==> config.mk <==
export PLATFORM = sky130hd
export DESIGN_NAME = text_token_lexer
export DESIGN_NICKNAME = d
export VERILOG_FILES = /design/src/hw/rtl/ttl_pkg.sv /design/src/hw/rtl/ttl_front.sv /design/src/hw/rtl/ttl_queue.sv /design/src/hw/rtl/ttl_back.sv /design/src/hw/rtl/text_token_lexer.sv
export SDC_FILE = /design/constraint.sdc
export NUM_CORES = 1
export LEC_CHECK = 0
export BUFFER_PORTS_ARGS = -buffer_cell sky130_fd_sc_hd__buf_2
export CORE_MARGIN = 4
export CORE_UTILIZATION = 50
export DETAILED_ROUTE_END_ITERATION = 10
export GPL_TIMING_DRIVEN = 0
export PLACE_DENSITY = 0.66
export RECOVER_POWER = 50
export SYNTH_ARGS = -nofsm -noshare
export SYNTH_HDL_FRONTEND = slang
export SYNTH_SLANG_ARGS = --single-unit
==> constraint.sdc <==
create_clock -name aclk -period 7.5 [get_ports aclk]
set_clock_uncertainty 0.15 [all_clocks]
set_input_delay 0.75 -clock aclk [delete_from_list [all_inputs] [get_ports aclk]]
set_output_delay 0.75 -clock aclk [all_outputs]
set_load 0.02 [all_outputs]
==> src/hw/rtl/ttl_pkg.sv <==
// ----------------------------------------------------------------------------
// ttl_pkg: shared types and constants of the text token lexer
// Character codes, character classes and the beat and queue entry layout.
// ----------------------------------------------------------------------------
package ttl_pkg;

    localparam int QUEUE_DEPTH = 4;
    localparam int MAX_BEATS   = 4;
    localparam int SLOT_W      = $clog2(MAX_BEATS);

    localparam logic [7:0] CH_LBRACE    = 8'h7B;
    localparam logic [7:0] CH_RBRACE    = 8'h7D;
    localparam logic [7:0] CH_QUOTE     = 8'h22;
    localparam logic [7:0] CH_BACKSLASH = 8'h5C;
    localparam logic [7:0] CH_UNDERLINE = 8'h5F;
    localparam logic [7:0] CH_ZERO      = 8'h30;
    localparam logic [7:0] CH_NINE      = 8'h39;
    localparam logic [7:0] CH_POINT     = 8'h2E;
    localparam logic [7:0] CH_EXP       = 8'h65;
    localparam logic [7:0] CH_PLUS      = 8'h2B;
    localparam logic [7:0] CH_MINUS     = 8'h2D;
    localparam logic [7:0] CH_SPACE     = 8'h20;
    localparam logic [7:0] CH_TAB       = 8'h09;
    localparam logic [7:0] CH_CR        = 8'h0D;
    localparam logic [7:0] CH_LOWER_A   = 8'h61;
    localparam logic [7:0] CH_LOWER_Z   = 8'h7A;
    localparam logic [7:0] CH_UPPER_A   = 8'h41;
    localparam logic [7:0] CH_UPPER_Z   = 8'h5A;

    // One result beat
    typedef struct packed {
        logic [7:0] out_char;
        logic       char_valid;
        logic       token_end;
    } beat_t;

    // All beats caused by one input item
    typedef struct packed {
        logic [SLOT_W-1:0]           last_idx;
        beat_t [MAX_BEATS-1:0]       beats;
    } entry_t;

    function automatic logic is_digit(input logic [7:0] c);
        return (c >= CH_ZERO) && (c <= CH_NINE);
    endfunction

    function automatic logic is_alpha(input logic [7:0] c);
        return ((c >= CH_LOWER_A) && (c <= CH_LOWER_Z)) ||
               ((c >= CH_UPPER_A) && (c <= CH_UPPER_Z));
    endfunction

    function automatic logic is_space(input logic [7:0] c);
        return (c == CH_SPACE) || ((c >= CH_TAB) && (c <= CH_CR));
    endfunction

    function automatic beat_t char_beat(input logic [7:0] c);
        beat_t b;
        b.out_char   = c;
        b.char_valid = 1'b1;
        b.token_end  = 1'b0;
        return b;
    endfunction

    function automatic beat_t end_beat();
        beat_t b;
        b.out_char   = 8'h00;
        b.char_valid = 1'b0;
        b.token_end  = 1'b1;
        return b;
    endfunction

endpackage

==> src/hw/rtl/ttl_front.sv <==
// ----------------------------------------------------------------------------
// ttl_front: character classifier and scanner state
// Takes one character per beat, advances the scanner and packs every result
// beat that the character causes into one queue entry.
// ----------------------------------------------------------------------------
module ttl_front (
    input  logic            aclk,
    input  logic            aresetn,
    input  logic            s_valid,
    output logic            s_ready,
    input  logic [7:0]      s_char_code,
    input  logic            s_end_of_input,
    input  logic            q_full,
    output logic            q_push,
    output ttl_pkg::entry_t q_data
);

    typedef enum logic [3:0] {
        ST_PREFIX  = 4'd0,
        ST_ALNUM   = 4'd1,
        ST_SIGN    = 4'd2,
        ST_INT     = 4'd3,
        ST_POINT   = 4'd4,
        ST_FIXED   = 4'd5,
        ST_EXP     = 4'd6,
        ST_EXPSIGN = 4'd7,
        ST_EXPINT  = 4'd8,
        ST_LQUOTE  = 4'd9,
        ST_STRING  = 4'd10,
        ST_ESCAPE  = 4'd11,
        ST_RQUOTE  = 4'd12,
        ST_SYMBOL  = 4'd13
    } lex_state_t;

    lex_state_t state_reg, state_next;
    logic       comment_reg, comment_next;
    logic       accept;
    logic       done;
    logic [2:0] n;
    logic [7:0] c;
    ttl_pkg::beat_t [ttl_pkg::MAX_BEATS-1:0] beats;

    assign c       = s_char_code;
    assign s_ready = !q_full;
    assign accept  = s_valid && s_ready;

    // Scan one character: next state and the beats it causes
    always_comb begin
        beats        = '0;
        n            = 3'd0;
        done         = 1'b0;
        state_next   = state_reg;
        comment_next = comment_reg;

        if (s_end_of_input) begin
            comment_next = 1'b0;
            state_next   = ST_PREFIX;
            if ((state_reg != ST_PREFIX) && (state_reg <= ST_SYMBOL)) begin
                done = 1'b1;
            end
        end else if (comment_reg) begin
            if (c == ttl_pkg::CH_RBRACE) begin
                comment_next = 1'b0;
            end
        end else if ((c == ttl_pkg::CH_LBRACE) && (state_reg != ST_ESCAPE)) begin
            comment_next = 1'b1;
        end else begin
            unique case (state_reg)
                ST_ALNUM: begin
                    if (ttl_pkg::is_alpha(c) || (c == ttl_pkg::CH_UNDERLINE) ||
                        ttl_pkg::is_digit(c)) begin
                        beats[n[1:0]] = ttl_pkg::char_beat(c); n = n + 3'd1;
                    end else begin
                        done = 1'b1;
                    end
                end
                ST_SIGN: begin
                    if (ttl_pkg::is_digit(c)) begin
                        beats[n[1:0]] = ttl_pkg::char_beat(c); n = n + 3'd1;
                        state_next = ST_INT;
                    end else if (c == ttl_pkg::CH_POINT) begin
                        beats[n[1:0]] = ttl_pkg::char_beat(ttl_pkg::CH_ZERO); n = n + 3'd1;
                        beats[n[1:0]] = ttl_pkg::char_beat(ttl_pkg::CH_POINT); n = n + 3'd1;
                        state_next = ST_POINT;
                    end else begin
                        done = 1'b1;
                    end
                end
                ST_INT: begin
                    if (ttl_pkg::is_digit(c)) begin
                        beats[n[1:0]] = ttl_pkg::char_beat(c); n = n + 3'd1;
                    end else if (c == ttl_pkg::CH_POINT) begin
                        beats[n[1:0]] = ttl_pkg::char_beat(c); n = n + 3'd1;
                        state_next = ST_POINT;
                    end else begin
                        done = 1'b1;
                    end
                end
                ST_POINT: begin
                    if (ttl_pkg::is_digit(c)) begin
                        beats[n[1:0]] = ttl_pkg::char_beat(c); n = n + 3'd1;
                        state_next = ST_FIXED;
                    end else if (c == ttl_pkg::CH_EXP) begin
                        beats[n[1:0]] = ttl_pkg::char_beat(ttl_pkg::CH_ZERO); n = n + 3'd1;
                        beats[n[1:0]] = ttl_pkg::char_beat(ttl_pkg::CH_EXP); n = n + 3'd1;
                        state_next = ST_EXP;
                    end else begin
                        done = 1'b1;
                    end
                end
                ST_FIXED: begin
                    if (ttl_pkg::is_digit(c)) begin
                        beats[n[1:0]] = ttl_pkg::char_beat(c); n = n + 3'd1;
                    end else if (c == ttl_pkg::CH_EXP) begin
                        beats[n[1:0]] = ttl_pkg::char_beat(c); n = n + 3'd1;
                        state_next = ST_EXP;
                    end else begin
                        done = 1'b1;
                    end
                end
                ST_EXP: begin
                    if ((c == ttl_pkg::CH_PLUS) || (c == ttl_pkg::CH_MINUS)) begin
                        beats[n[1:0]] = ttl_pkg::char_beat(c); n = n + 3'd1;
                        state_next = ST_EXPSIGN;
                    end else if (ttl_pkg::is_digit(c)) begin
                        beats[n[1:0]] = ttl_pkg::char_beat(c); n = n + 3'd1;
                        state_next = ST_EXPINT;
                    end else begin
                        done = 1'b1;
                    end
                end
                ST_EXPSIGN: begin
                    if (ttl_pkg::is_digit(c)) begin
                        beats[n[1:0]] = ttl_pkg::char_beat(c); n = n + 3'd1;
                        state_next = ST_EXPINT;
                    end else begin
                        done = 1'b1;
                    end
                end
                ST_EXPINT: begin
                    if (ttl_pkg::is_digit(c)) begin
                        beats[n[1:0]] = ttl_pkg::char_beat(c); n = n + 3'd1;
                    end else begin
                        done = 1'b1;
                    end
                end
                ST_LQUOTE, ST_STRING: begin
                    if (c == ttl_pkg::CH_BACKSLASH) begin
                        state_next = ST_ESCAPE;
                    end else if (c == ttl_pkg::CH_QUOTE) begin
                        state_next = ST_RQUOTE;
                    end else begin
                        beats[n[1:0]] = ttl_pkg::char_beat(c); n = n + 3'd1;
                        state_next = ST_STRING;
                    end
                end
                ST_ESCAPE: begin
                    beats[n[1:0]] = ttl_pkg::char_beat(c); n = n + 3'd1;
                    state_next = ST_STRING;
                end
                ST_RQUOTE, ST_SYMBOL: begin
                    done = 1'b1;
                end
                default: ;
            endcase
        end

        // Close the open token: pad a missing digit, then the token end
        if (done) begin
            if ((state_reg == ST_POINT) || (state_reg == ST_EXP) ||
                (state_reg == ST_EXPSIGN)) begin
                beats[n[1:0]] = ttl_pkg::char_beat(ttl_pkg::CH_ZERO); n = n + 3'd1;
            end
            beats[n[1:0]] = ttl_pkg::end_beat(); n = n + 3'd1;
            state_next = ST_PREFIX;
        end

        // Start a token: from prefix state, or reprocess the ending character
        if (!s_end_of_input && !comment_reg &&
            !((c == ttl_pkg::CH_LBRACE) && (state_reg != ST_ESCAPE)) &&
            (done || (state_reg == ST_PREFIX) || (state_reg > ST_SYMBOL))) begin
            priority if (ttl_pkg::is_alpha(c) || (c == ttl_pkg::CH_UNDERLINE)) begin
                beats[n[1:0]] = ttl_pkg::char_beat(c); n = n + 3'd1;
                state_next = ST_ALNUM;
            end else if ((c == ttl_pkg::CH_PLUS) || (c == ttl_pkg::CH_MINUS)) begin
                beats[n[1:0]] = ttl_pkg::char_beat(c); n = n + 3'd1;
                state_next = ST_SIGN;
            end else if (ttl_pkg::is_digit(c)) begin
                beats[n[1:0]] = ttl_pkg::char_beat(c); n = n + 3'd1;
                state_next = ST_INT;
            end else if (c == ttl_pkg::CH_POINT) begin
                beats[n[1:0]] = ttl_pkg::char_beat(ttl_pkg::CH_ZERO); n = n + 3'd1;
                beats[n[1:0]] = ttl_pkg::char_beat(ttl_pkg::CH_POINT); n = n + 3'd1;
                state_next = ST_POINT;
            end else if (c == ttl_pkg::CH_QUOTE) begin
                state_next = ST_LQUOTE;
            end else if (ttl_pkg::is_space(c)) begin
                state_next = ST_PREFIX;
            end else begin
                beats[n[1:0]] = ttl_pkg::char_beat(c); n = n + 3'd1;
                state_next = ST_SYMBOL;
            end
        end
    end

    // Hand the packed beats to the queue
    assign q_push         = accept && (n != 3'd0);
    assign q_data.beats    = beats;
    assign q_data.last_idx = ttl_pkg::SLOT_W'(n - 3'd1);

    // Hold scanner state, advance on an accepted beat
    always_ff @(posedge aclk) begin
        if (!aresetn) begin
            state_reg   <= ST_PREFIX;
            comment_reg <= 1'b0;
        end else if (accept) begin
            state_reg   <= state_next;
            comment_reg <= comment_next;
        end
    end

endmodule

==> src/hw/rtl/ttl_queue.sv <==
// ----------------------------------------------------------------------------
// ttl_queue: entry queue between scanner and beat serializer
// Small circular buffer of packed result entries.
// ----------------------------------------------------------------------------
module ttl_queue #(
    parameter int QueueDepth = ttl_pkg::QUEUE_DEPTH
) (
    input  logic            aclk,
    input  logic            aresetn,
    input  logic            push,
    input  ttl_pkg::entry_t push_data,
    output logic            full,
    input  logic            pop,
    output logic            empty,
    output ttl_pkg::entry_t head
);

    localparam int PtrW = (QueueDepth > 1) ? $clog2(QueueDepth) : 1;
    localparam int CntW = $clog2(QueueDepth + 1);

    ttl_pkg::entry_t mem [QueueDepth];
    logic [PtrW-1:0] wr_ptr_reg, rd_ptr_reg;
    logic [CntW-1:0] count_reg;
    logic            do_push, do_pop;

    assign full    = (count_reg == CntW'(QueueDepth));
    assign empty   = (count_reg == '0);
    assign do_push = push && !full;
    assign do_pop  = pop && !empty;
    assign head    = mem[rd_ptr_reg];

    // Write entry storage
    always_ff @(posedge aclk) begin
        if (do_push) begin
            mem[wr_ptr_reg] <= push_data;
        end
    end

    // Advance pointers and fill count
    always_ff @(posedge aclk) begin
        if (!aresetn) begin
            wr_ptr_reg <= '0;
            rd_ptr_reg <= '0;
            count_reg  <= '0;
        end else begin
            if (do_push) begin
                wr_ptr_reg <= (wr_ptr_reg == PtrW'(QueueDepth - 1)) ? '0 : wr_ptr_reg + 1'b1;
            end
            if (do_pop) begin
                rd_ptr_reg <= (rd_ptr_reg == PtrW'(QueueDepth - 1)) ? '0 : rd_ptr_reg + 1'b1;
            end
            if (do_push && !do_pop) begin
                count_reg <= count_reg + 1'b1;
            end else if (do_pop && !do_push) begin
                count_reg <= count_reg - 1'b1;
            end
        end
    end

endmodule

==> src/hw/rtl/ttl_back.sv <==
// ----------------------------------------------------------------------------
// ttl_back: result beat serializer
// Walks the head entry slot by slot into the registered result channel and
// marks the final beat of each entry.
// ----------------------------------------------------------------------------
module ttl_back (
    input  logic            aclk,
    input  logic            aresetn,
    input  logic            q_empty,
    input  ttl_pkg::entry_t q_head,
    output logic            q_pop,
    output logic            m_valid,
    input  logic            m_ready,
    output logic [7:0]      m_out_char,
    output logic            m_char_valid,
    output logic            m_token_end,
    output logic            m_last
);

    logic [ttl_pkg::SLOT_W-1:0] idx_reg;
    logic                       valid_reg;
    ttl_pkg::beat_t             beat_reg;
    logic                       last_reg;
    logic                       load;
    logic                       is_last;

    assign load    = (!valid_reg || m_ready) && !q_empty;
    assign is_last = (idx_reg == q_head.last_idx);
    assign q_pop   = load && is_last;

    // Hold output beat; load next slot when the register frees up
    always_ff @(posedge aclk) begin
        if (!aresetn) begin
            valid_reg <= 1'b0;
            idx_reg   <= '0;
        end else begin
            if (load) begin
                valid_reg <= 1'b1;
                idx_reg   <= is_last ? '0 : idx_reg + 1'b1;
            end else if (m_ready) begin
                valid_reg <= 1'b0;
            end
        end
    end

    always_ff @(posedge aclk) begin
        if (load) begin
            beat_reg <= q_head.beats[idx_reg];
            last_reg <= is_last;
        end
    end

    assign m_valid      = valid_reg;
    assign m_out_char   = beat_reg.out_char;
    assign m_char_valid = beat_reg.char_valid;
    assign m_token_end  = beat_reg.token_end;
    assign m_last       = last_reg;

endmodule

==> src/hw/rtl/text_token_lexer.sv <==
// ----------------------------------------------------------------------------
// text_token_lexer: streaming tokenizer over an ASCII character stream
// Splits characters into identifier, number, string and symbol tokens, with
// number normalization, brace comments dropped and whitespace skipped.
//
//   Channel | Direction | Payload                                      | Beat
//   s_      | in        | char_code[7:0], end_of_input                 | one character
//   m_      | out       | out_char[7:0], char_valid, token_end, last   | one result
//
// The scanner takes one character per cycle unless the queue is full, and packs
// its zero to four results into one queue entry; the serializer sends one result
// per cycle while m_ready is high. The sustained rate is one character per cycle
// while each character yields at most one result and m_ready stays high.
// aresetn (synchronous, active low) empties the queue and resets the scanner.
// s_ready drops only while the entry queue is full; m_ stalls back up there.
// ----------------------------------------------------------------------------
module text_token_lexer #(
    parameter int QueueDepth = ttl_pkg::QUEUE_DEPTH
) (
    input  logic       aclk,
    input  logic       aresetn,
    input  logic       s_valid,
    output logic       s_ready,
    input  logic [7:0] s_char_code,
    input  logic       s_end_of_input,
    output logic       m_valid,
    input  logic       m_ready,
    output logic [7:0] m_out_char,
    output logic       m_char_valid,
    output logic       m_token_end,
    output logic       m_last
);

    logic            q_push, q_full, q_pop, q_empty;
    ttl_pkg::entry_t q_data, q_head;

    ttl_front u_front (
        .aclk           (aclk),
        .aresetn        (aresetn),
        .s_valid        (s_valid),
        .s_ready        (s_ready),
        .s_char_code    (s_char_code),
        .s_end_of_input (s_end_of_input),
        .q_full         (q_full),
        .q_push         (q_push),
        .q_data         (q_data)
    );

    ttl_queue #(
        .QueueDepth (QueueDepth)
    ) u_queue (
        .aclk      (aclk),
        .aresetn   (aresetn),
        .push      (q_push),
        .push_data (q_data),
        .full      (q_full),
        .pop       (q_pop),
        .empty     (q_empty),
        .head      (q_head)
    );

    ttl_back u_back (
        .aclk         (aclk),
        .aresetn      (aresetn),
        .q_empty      (q_empty),
        .q_head       (q_head),
        .q_pop        (q_pop),
        .m_valid      (m_valid),
        .m_ready      (m_ready),
        .m_out_char   (m_out_char),
        .m_char_valid (m_char_valid),
        .m_token_end  (m_token_end),
        .m_last       (m_last)
    );

endmodule
# ---- After elaboration in Yosys (flattened, before gate mapping)
# Memory sizes are Yosys's and may differ from the RTL's. A register that Yosys moved wholly into a read port is not among the register bits.
# Index checks and enable logic that the tools add are counted.
dict set report op_classes {
  n_addsub 10
  magnitude_cmp 19
  eq_ne 32
  n_mux 117
  bitwise_logic 12
  n_reduce_logical 52
}
# operator count
set ops {}
lappend ops {{$mux W40} 10}
lappend ops {{$mux W10} 18}
lappend ops {{$pmux W10 S9} 1}
lappend ops {{$demux W10 S2} 4}
lappend ops {{$mux W4} 20}
lappend ops {{$mux W3} 22}
lappend ops {{$mux W20} 3}
lappend ops {{$not A28 Y28} 2}
lappend ops {{$bwmux W40} 1}
lappend ops {{$eq A8 B6 Y1 const B} 5}
lappend ops {{$eq A8 B7 Y1 const B} 5}
lappend ops {{$and A36 B36 Y36} 1}
lappend ops {{$not A36 Y36} 1}
lappend ops {{$pmux W4 S8} 1}
lappend ops {{$and A14 B28 Y28} 1}
lappend ops {{$and A28 B28 Y28} 1}
lappend ops {{$pmux W3 S9} 1}
lappend ops {{$eq A4 B4 Y1 const B} 6}
lappend ops {{$mux W1} 24}
lappend ops {{$logic_and A1 B1 Y1} 21}
lappend ops {{$and A20 B20 Y20} 1}
lappend ops {{$bmux W10 S2} 1}
lappend ops {{$not A20 Y20} 1}
lappend ops {{$or A20 B20 Y20} 1}
lappend ops {{41 further kinds} 90}
dict set report totals {
  register_bits 26
  ram_bits 168
  input_bits 13
  out_inout_bits 13
  wordCells 254
  n_memories 1
}
# memory depth width rd rd_clocked_by_memory_dff write_ports line_no
set mem_list {}
lappend mem_list {u_queue.mem 4 42 1 1 1 ttl_queue.sv:21} ;# ttl_pkg::entry_t mem [QueueDepth];

# ---- Longest topological paths before layout
dict set report logic_depth {
  depth_word 30
  mapped_depth 29
  ltp_nobuf 26
}

# ---- Hierarchy
# A second synthesis with hierarchy kept.
dict set report unflattened {
  hier_cells 733
  area_unflattened_um2 9985.8
}
# mod instances cells_each area_per_inst_um2 seq_area_each_um2
set modules_own_cells {}
lappend modules_own_cells {ttl_queue 1 271 6593.8 5225.0}
lappend modules_own_cells {ttl_front 1 415 2597.5 100.1}
lappend modules_own_cells {ttl_back 1 47 794.5 390.4}

# ---- Worst setup path before layout
# Ideal clock, no wire load.
dict set report synth_timing {
  path_kind {input port to flip-flop}
  startpoint {in s_char_code[7]}
  endpoint {mem u_queue.mem[3][0] (netlist bit), enable pin}
  t_arrival_ns 6.035
  t_required_ns 6.946
  slack_ns 0.912
  cell_stages 22
  n_path_buf 1
  cell_sequence {buf_2 or4b_4 nor3_2 nand2_1 a311o_1 a31oi_4 inv_1 ha_1 a21o_1 ha_1 o21ai_1 a21o_1 ha_1 or3_1 a21oi_1 o32ai_1 a21oi_1 ha_1 o21ai_0 mux2i_1 a211oi_4 and2_1}
}
dict set report synth_via {
  elab_chain_cells 28
  elab_cells_between_ends 79
}
# element line_no
set synth_lines {}
lappend synth_lines {{from (decl)} text_token_lexer.sv:24} ;# input logic [7:0] s_char_code,
lappend synth_lines {{parallel branches: the longest is 22 deep, another holds $ge A8 B7 Y1} n/a}
lappend synth_lines {{$mux W3 *} ttl_front.sv:179} ;# if (!s_end_of_input && !comment_reg &&
lappend synth_lines {{$reduce_bool A3 Y1 *} ttl_front.sv:207} ;# assign q_push = accept && (n != 3'd0);
lappend synth_lines {{$logic_and A1 B1 Y1 *} ttl_front.sv:207}
lappend synth_lines {{$logic_and A1 B1 Y1 *} ttl_queue.sv:28} ;# assign do_push = push && !full;
lappend synth_lines {{net u_queue.do_push} ttl_queue.sv:24} ;# logic do_push, do_pop;
lappend synth_lines {{$mux W1 *} ttl_queue.sv:34} ;# if (do_push) begin
lappend synth_lines {{$mux W1 (not written as such) *} ttl_queue.sv:35} ;# mem[wr_ptr_reg] <= push_data;
lappend synth_lines {{to (decl)} ttl_queue.sv:21}
# Mark *: on every way through the listed nets, which the timed path passes. The select of a mux whose other input is x is not followed.

# ---- Worst setup path after layout
dict set report layout_timing {
  startpoint {in s_char_code[1]}
  endpoint {reg u_queue.count_reg[2]}
}
dict set report layout_via {
  elab_chain_cells 29
  elab_cells_between_ends 82
}
# element line_no
set layout_lines {}
lappend layout_lines {{parallel branches: the longest is 22 deep, another holds $ge A8 B7 Y1} n/a}
lappend layout_lines {{$mux W3 *} ttl_front.sv:179}
lappend layout_lines {{$reduce_bool A3 Y1 *} ttl_front.sv:207}
lappend layout_lines {{$logic_and A1 B1 Y1 *} ttl_front.sv:207}
lappend layout_lines {{$logic_and A1 B1 Y1 *} ttl_queue.sv:28}
lappend layout_lines {{net u_queue.do_push} ttl_queue.sv:24}
lappend layout_lines {{$logic_not A1 Y1} ttl_queue.sv:54} ;# end else if (do_pop && !do_push) begin
lappend layout_lines {{$logic_and A1 B1 Y1} ttl_queue.sv:54}
lappend layout_lines {{$reduce_bool A2 Y1 (no line)} n/a}
lappend layout_lines {{to (signal assigned)} ttl_queue.sv:53} ;# count_reg <= count_reg + 1'b1;
lappend layout_lines {{to (signal assigned)} ttl_queue.sv:55} ;# count_reg <= count_reg - 1'b1;
lappend layout_lines {{to (decl)} ttl_queue.sv:23} ;# logic [CntW-1:0] count_reg;
# Marked as above.
# A chain may end at the register's enable or synchronous reset.

==> impl_metrics.py <==
metrics = {
    "status": {
        "status": "complete, no violations",
    },
    "synthesis": {
        "synth_area_mm2": 0.00999,
        "synth_cell_types": 93,
        "ys_seq_elements": 196,
        "async_reset_ff_share_pct": 0,
        "yosysTopAreaCell": "edfxtp_1",
        "syn_avg_cell_area_um2": 13.6,
        "synth_top_flop_cell": "edfxtp_1",
        "syn-num-nets": 768,
        "synthCells": 735,
        "ys_top_cells_by_count": "edfxtp_1, mux4_2, nor2_1",
        "synth_edf_count": 179,
        "synth.top_cell.area_share_pct": 53.8,
        "ys_seq_area_share_pct": 57.2,
        "ys_warn_count": 0,
        "synthMostInstantiatedCell": "edfxtp_1",
        "ys_top_cells_by_area": "edfxtp_1, mux4_2, dfxtp_1",
    },
    "final_layout": {
        "fin_area_mm2": 0.0111,
        "nets": 815,
        "fin_util_pct": 56.7,
        "fill_cells": 1613,
        "syn_to_final_growth_pct": 10.9,
        "drive_gt1_share_pct": 18.6,
        "largest_register_ffs": 168,
        "diodes": 0,
    },
    "cts": {
        "clockBufferDepth": 2,
        "postCtsResizedCells": 0,
        "cts_setup_buffers": 0,
        "clk_pin_slew_worst_paths_ps": 70,
        "cts_buffers": 17,
        "tritoncts": "yes",
        "htreeDepth": 4,
        "clk_latency_ps": 430,
        "clockRootBuffer": "clkbuf_16",
        "clock_sinks": 196,
        "hold_buffers": 0,
    },
    "detailed_routing": {
        "dr_total_vias": 6658,
        "route.detailed.drc": 0,
        "vias_per_cell": 6.28,
        "drt-total-wl_mm": 25.4,
        "dr.pass1.iters": 5,
        "wire_per_inst_um": 23.9,
        "drtIter0Drc": 624,
        "ant_nets": 0,
    },
    "die": {
        "die_y_um": 149,
        "num_rows": 51,
        "fp.coreArea_mm2": 0.0195,
        "io-pin-count": 26,
        "fp.dieW_um": 149,
        "start_util_pct": 51.2,
        "die_area_mm2": 0.0223,
    },
    "pwr": {
        "power_leakage_nw": 3.65,
        "vdd_drop_max_v": 0.000167,
        "p_per_area_mw_per_mm2": 349,
    },
    "sta": {
        "drv_slew": 0,
        "period_share_pct": 96.4,
        "rsz0062_at_grt": "no",
        "slew-limit-headroom_pct": 17.7,
        "setup_viol": 0,
        "max_freq_ghz": 0.138,
        "tightest_slew_ps": 1230,
        "period_needed_ps": 7230,
        "hold_viol_final": 0,
    },
    "worst_hold_path": {
        "hp-class": "reg -> reg",
    },
    "global_routing": {
        "grt.total_usage_pct": 23.6,
        "grt_pass1_wl_mm": 39.7,
        "overflow": 0,
        "grt_max_degree": 30,
        "grt_pass1_vias": 6760,
        "antenna_found_initial": 0,
    },
    "placement": {
        "place_congestion": 0.979,
        "io_buffers": 23,
        "placed_area_mm2": 0.0105,
        "hpwlAfterDp_mm": 17.9,
    },
    "worst_setup_path": {
        "end_kind": "register",
        "cp.arrival_ps": 7450,
        "worstSetupStartpointType": "primary input",
        "crit_type": "in -> reg",
        "cp.required_ps": 7720,
        "crit_fanout": 10,
    },
    "job": {
        "maxCapViolCount": 0,
    },
}
[critical path, cell delays in order]
cell	delay (ps)
buf_2	100
buf_2	180
clkbuf_1	260
nor4b_1	800
nor3b_1	160
a211oi_2	400
a31oi_4	200
inv_1	120
ha_1	230
a21o_1	190
ha_1	350
o21ai_1	100
a21o_1	270
ha_1	320
or3_1	110
a21oi_1	80
o32ai_1	390
a21oi_1	150
ha_1	230
o21ai_0	90
mux2i_1	140
a211oi_4	400
ha_1	260
inv_1	70
fa_1	430
xor2_1	180
or3_1	320
a21oi_1	140
[per-layer routing]
layer / GRT usage [%] / wire length (um) / vias up
met1: 32.9 / 10700 / 3343
met2: 38.2 / 12500 / 285
met3: 4.04 / 1450 / 42
met5: 0 / 0 / -
li1: - / - / 2988
met4: 7.41 / 724 / 0
[cells in the final DEF, fill, tap and decap left out, types with 4 or more instances in the layout]
master / count
a211oi_1: 5
a21o_1: 5
a21oi_1: 43
a311oi_1: 4
a31oi_1: 9
a32oi_1: 4
and2_2: 5
and3_1: 12
buf_1: 5
buf_12: 4
buf_2: 18
clkbuf_1: 50
clkbuf_16: 17
clkinv_8: 4
dfxtp_1: 17
edfxtp_1: 179
ha_1: 19
inv_1: 23
inv_8: 4
mux2i_1: 6
mux4_2: 52
nand2_1: 45
nand2b_1: 6
nand3_1: 25
nand4_1: 5
nor2_1: 48
nor2b_1: 4
nor3_1: 15
nor4_1: 6
o211ai_1: 7
o21a_1: 5
o21ai_0: 35
or3_1: 6
xor2_1: 7
[final timing paths]
| path | start | endpoint | slack, ps | cells after the start |
|---|---|---|---|---|
| setup / recovery | s_char_code[1] | u_queue.count_reg[2]$_SDFFE_PN0P_ | 270 | 28 |
| hold / removal | u_back.m_valid$_SDFFE_PN0P_ | u_back.m_valid$_SDFFE_PN0P_ | 320 | 2 |
| setup reg to reg | u_front.state_reg[2]$_SDFFE_PN0P_ | u_queue.count_reg[2]$_SDFFE_PN0P_ | 410 | 29 |
| hold reg to reg | u_back.m_valid$_SDFFE_PN0P_ | u_back.m_valid$_SDFFE_PN0P_ | 320 | 2 |
[report_power, final]
part	internal, W	leakage (nW)	switching (W)
Combinational	0.000551	1.52	0.000845
Clock	0.000453	0.290	0.000452
Sequential	0.00150	1.84	0.0000631
[metrics by stage]
| step | setup slack, ps | TNS [ps] | cells | hold WS [ps] | power (W) |
|---|---|---|---|---|---|
| CTS | 301 | 0 | 1060 | 335 | 0.00391 |
| global route | 11.5 | 0 | 1060 | 352 | 0.00405 |
| finish | 271 | 0 | 1060 | 323 | 0.00386 |
| global placement | -856 | -142530 | 1023 | 298 | 0.00294 |
| detailed placement | -49.4 | -49.4 | 1028 | 325 | 0.00301 |
| floorplan | 912 | 0 | 735 | 313 | 0.00259 |
[area by class of cell]
cell class | count | area, um2 | area share [%]
Buffer | 54 | 241 | 2.18
Multi-Input combinational cell | 460 | 3910 | 35.3
Timing Repair Buffer | 28 | 180 | 1.63
Tap cell | 265 | 332 | 2.99
Clock buffer | 17 | 425 | 3.84
Clock inverter | 15 | 178 | 1.60
Sequential cell | 196 | 5720 | 51.6
Inverter | 25 | 93.8 | 0.847
[cells by family (layout without fill, tap and decap cells)]
kind of cell / count (synthesis) / count (layout) / synth area share [%]
other cells: 1 / 1 / 0.0375
compound gates: 161 / 161 / 12.0
buf+inv: 79 / 139 / 3.38
mux: 60 / 60 / 12.6
xor+xnor: 9 / 9 / 0.789
fa+ha+maj: 21 / 21 / 2.68
simple gates: 208 / 208 / 11.3
flops: 196 / 196 / 57.2
No activity file was read; power rests on OpenSTA's default activity.
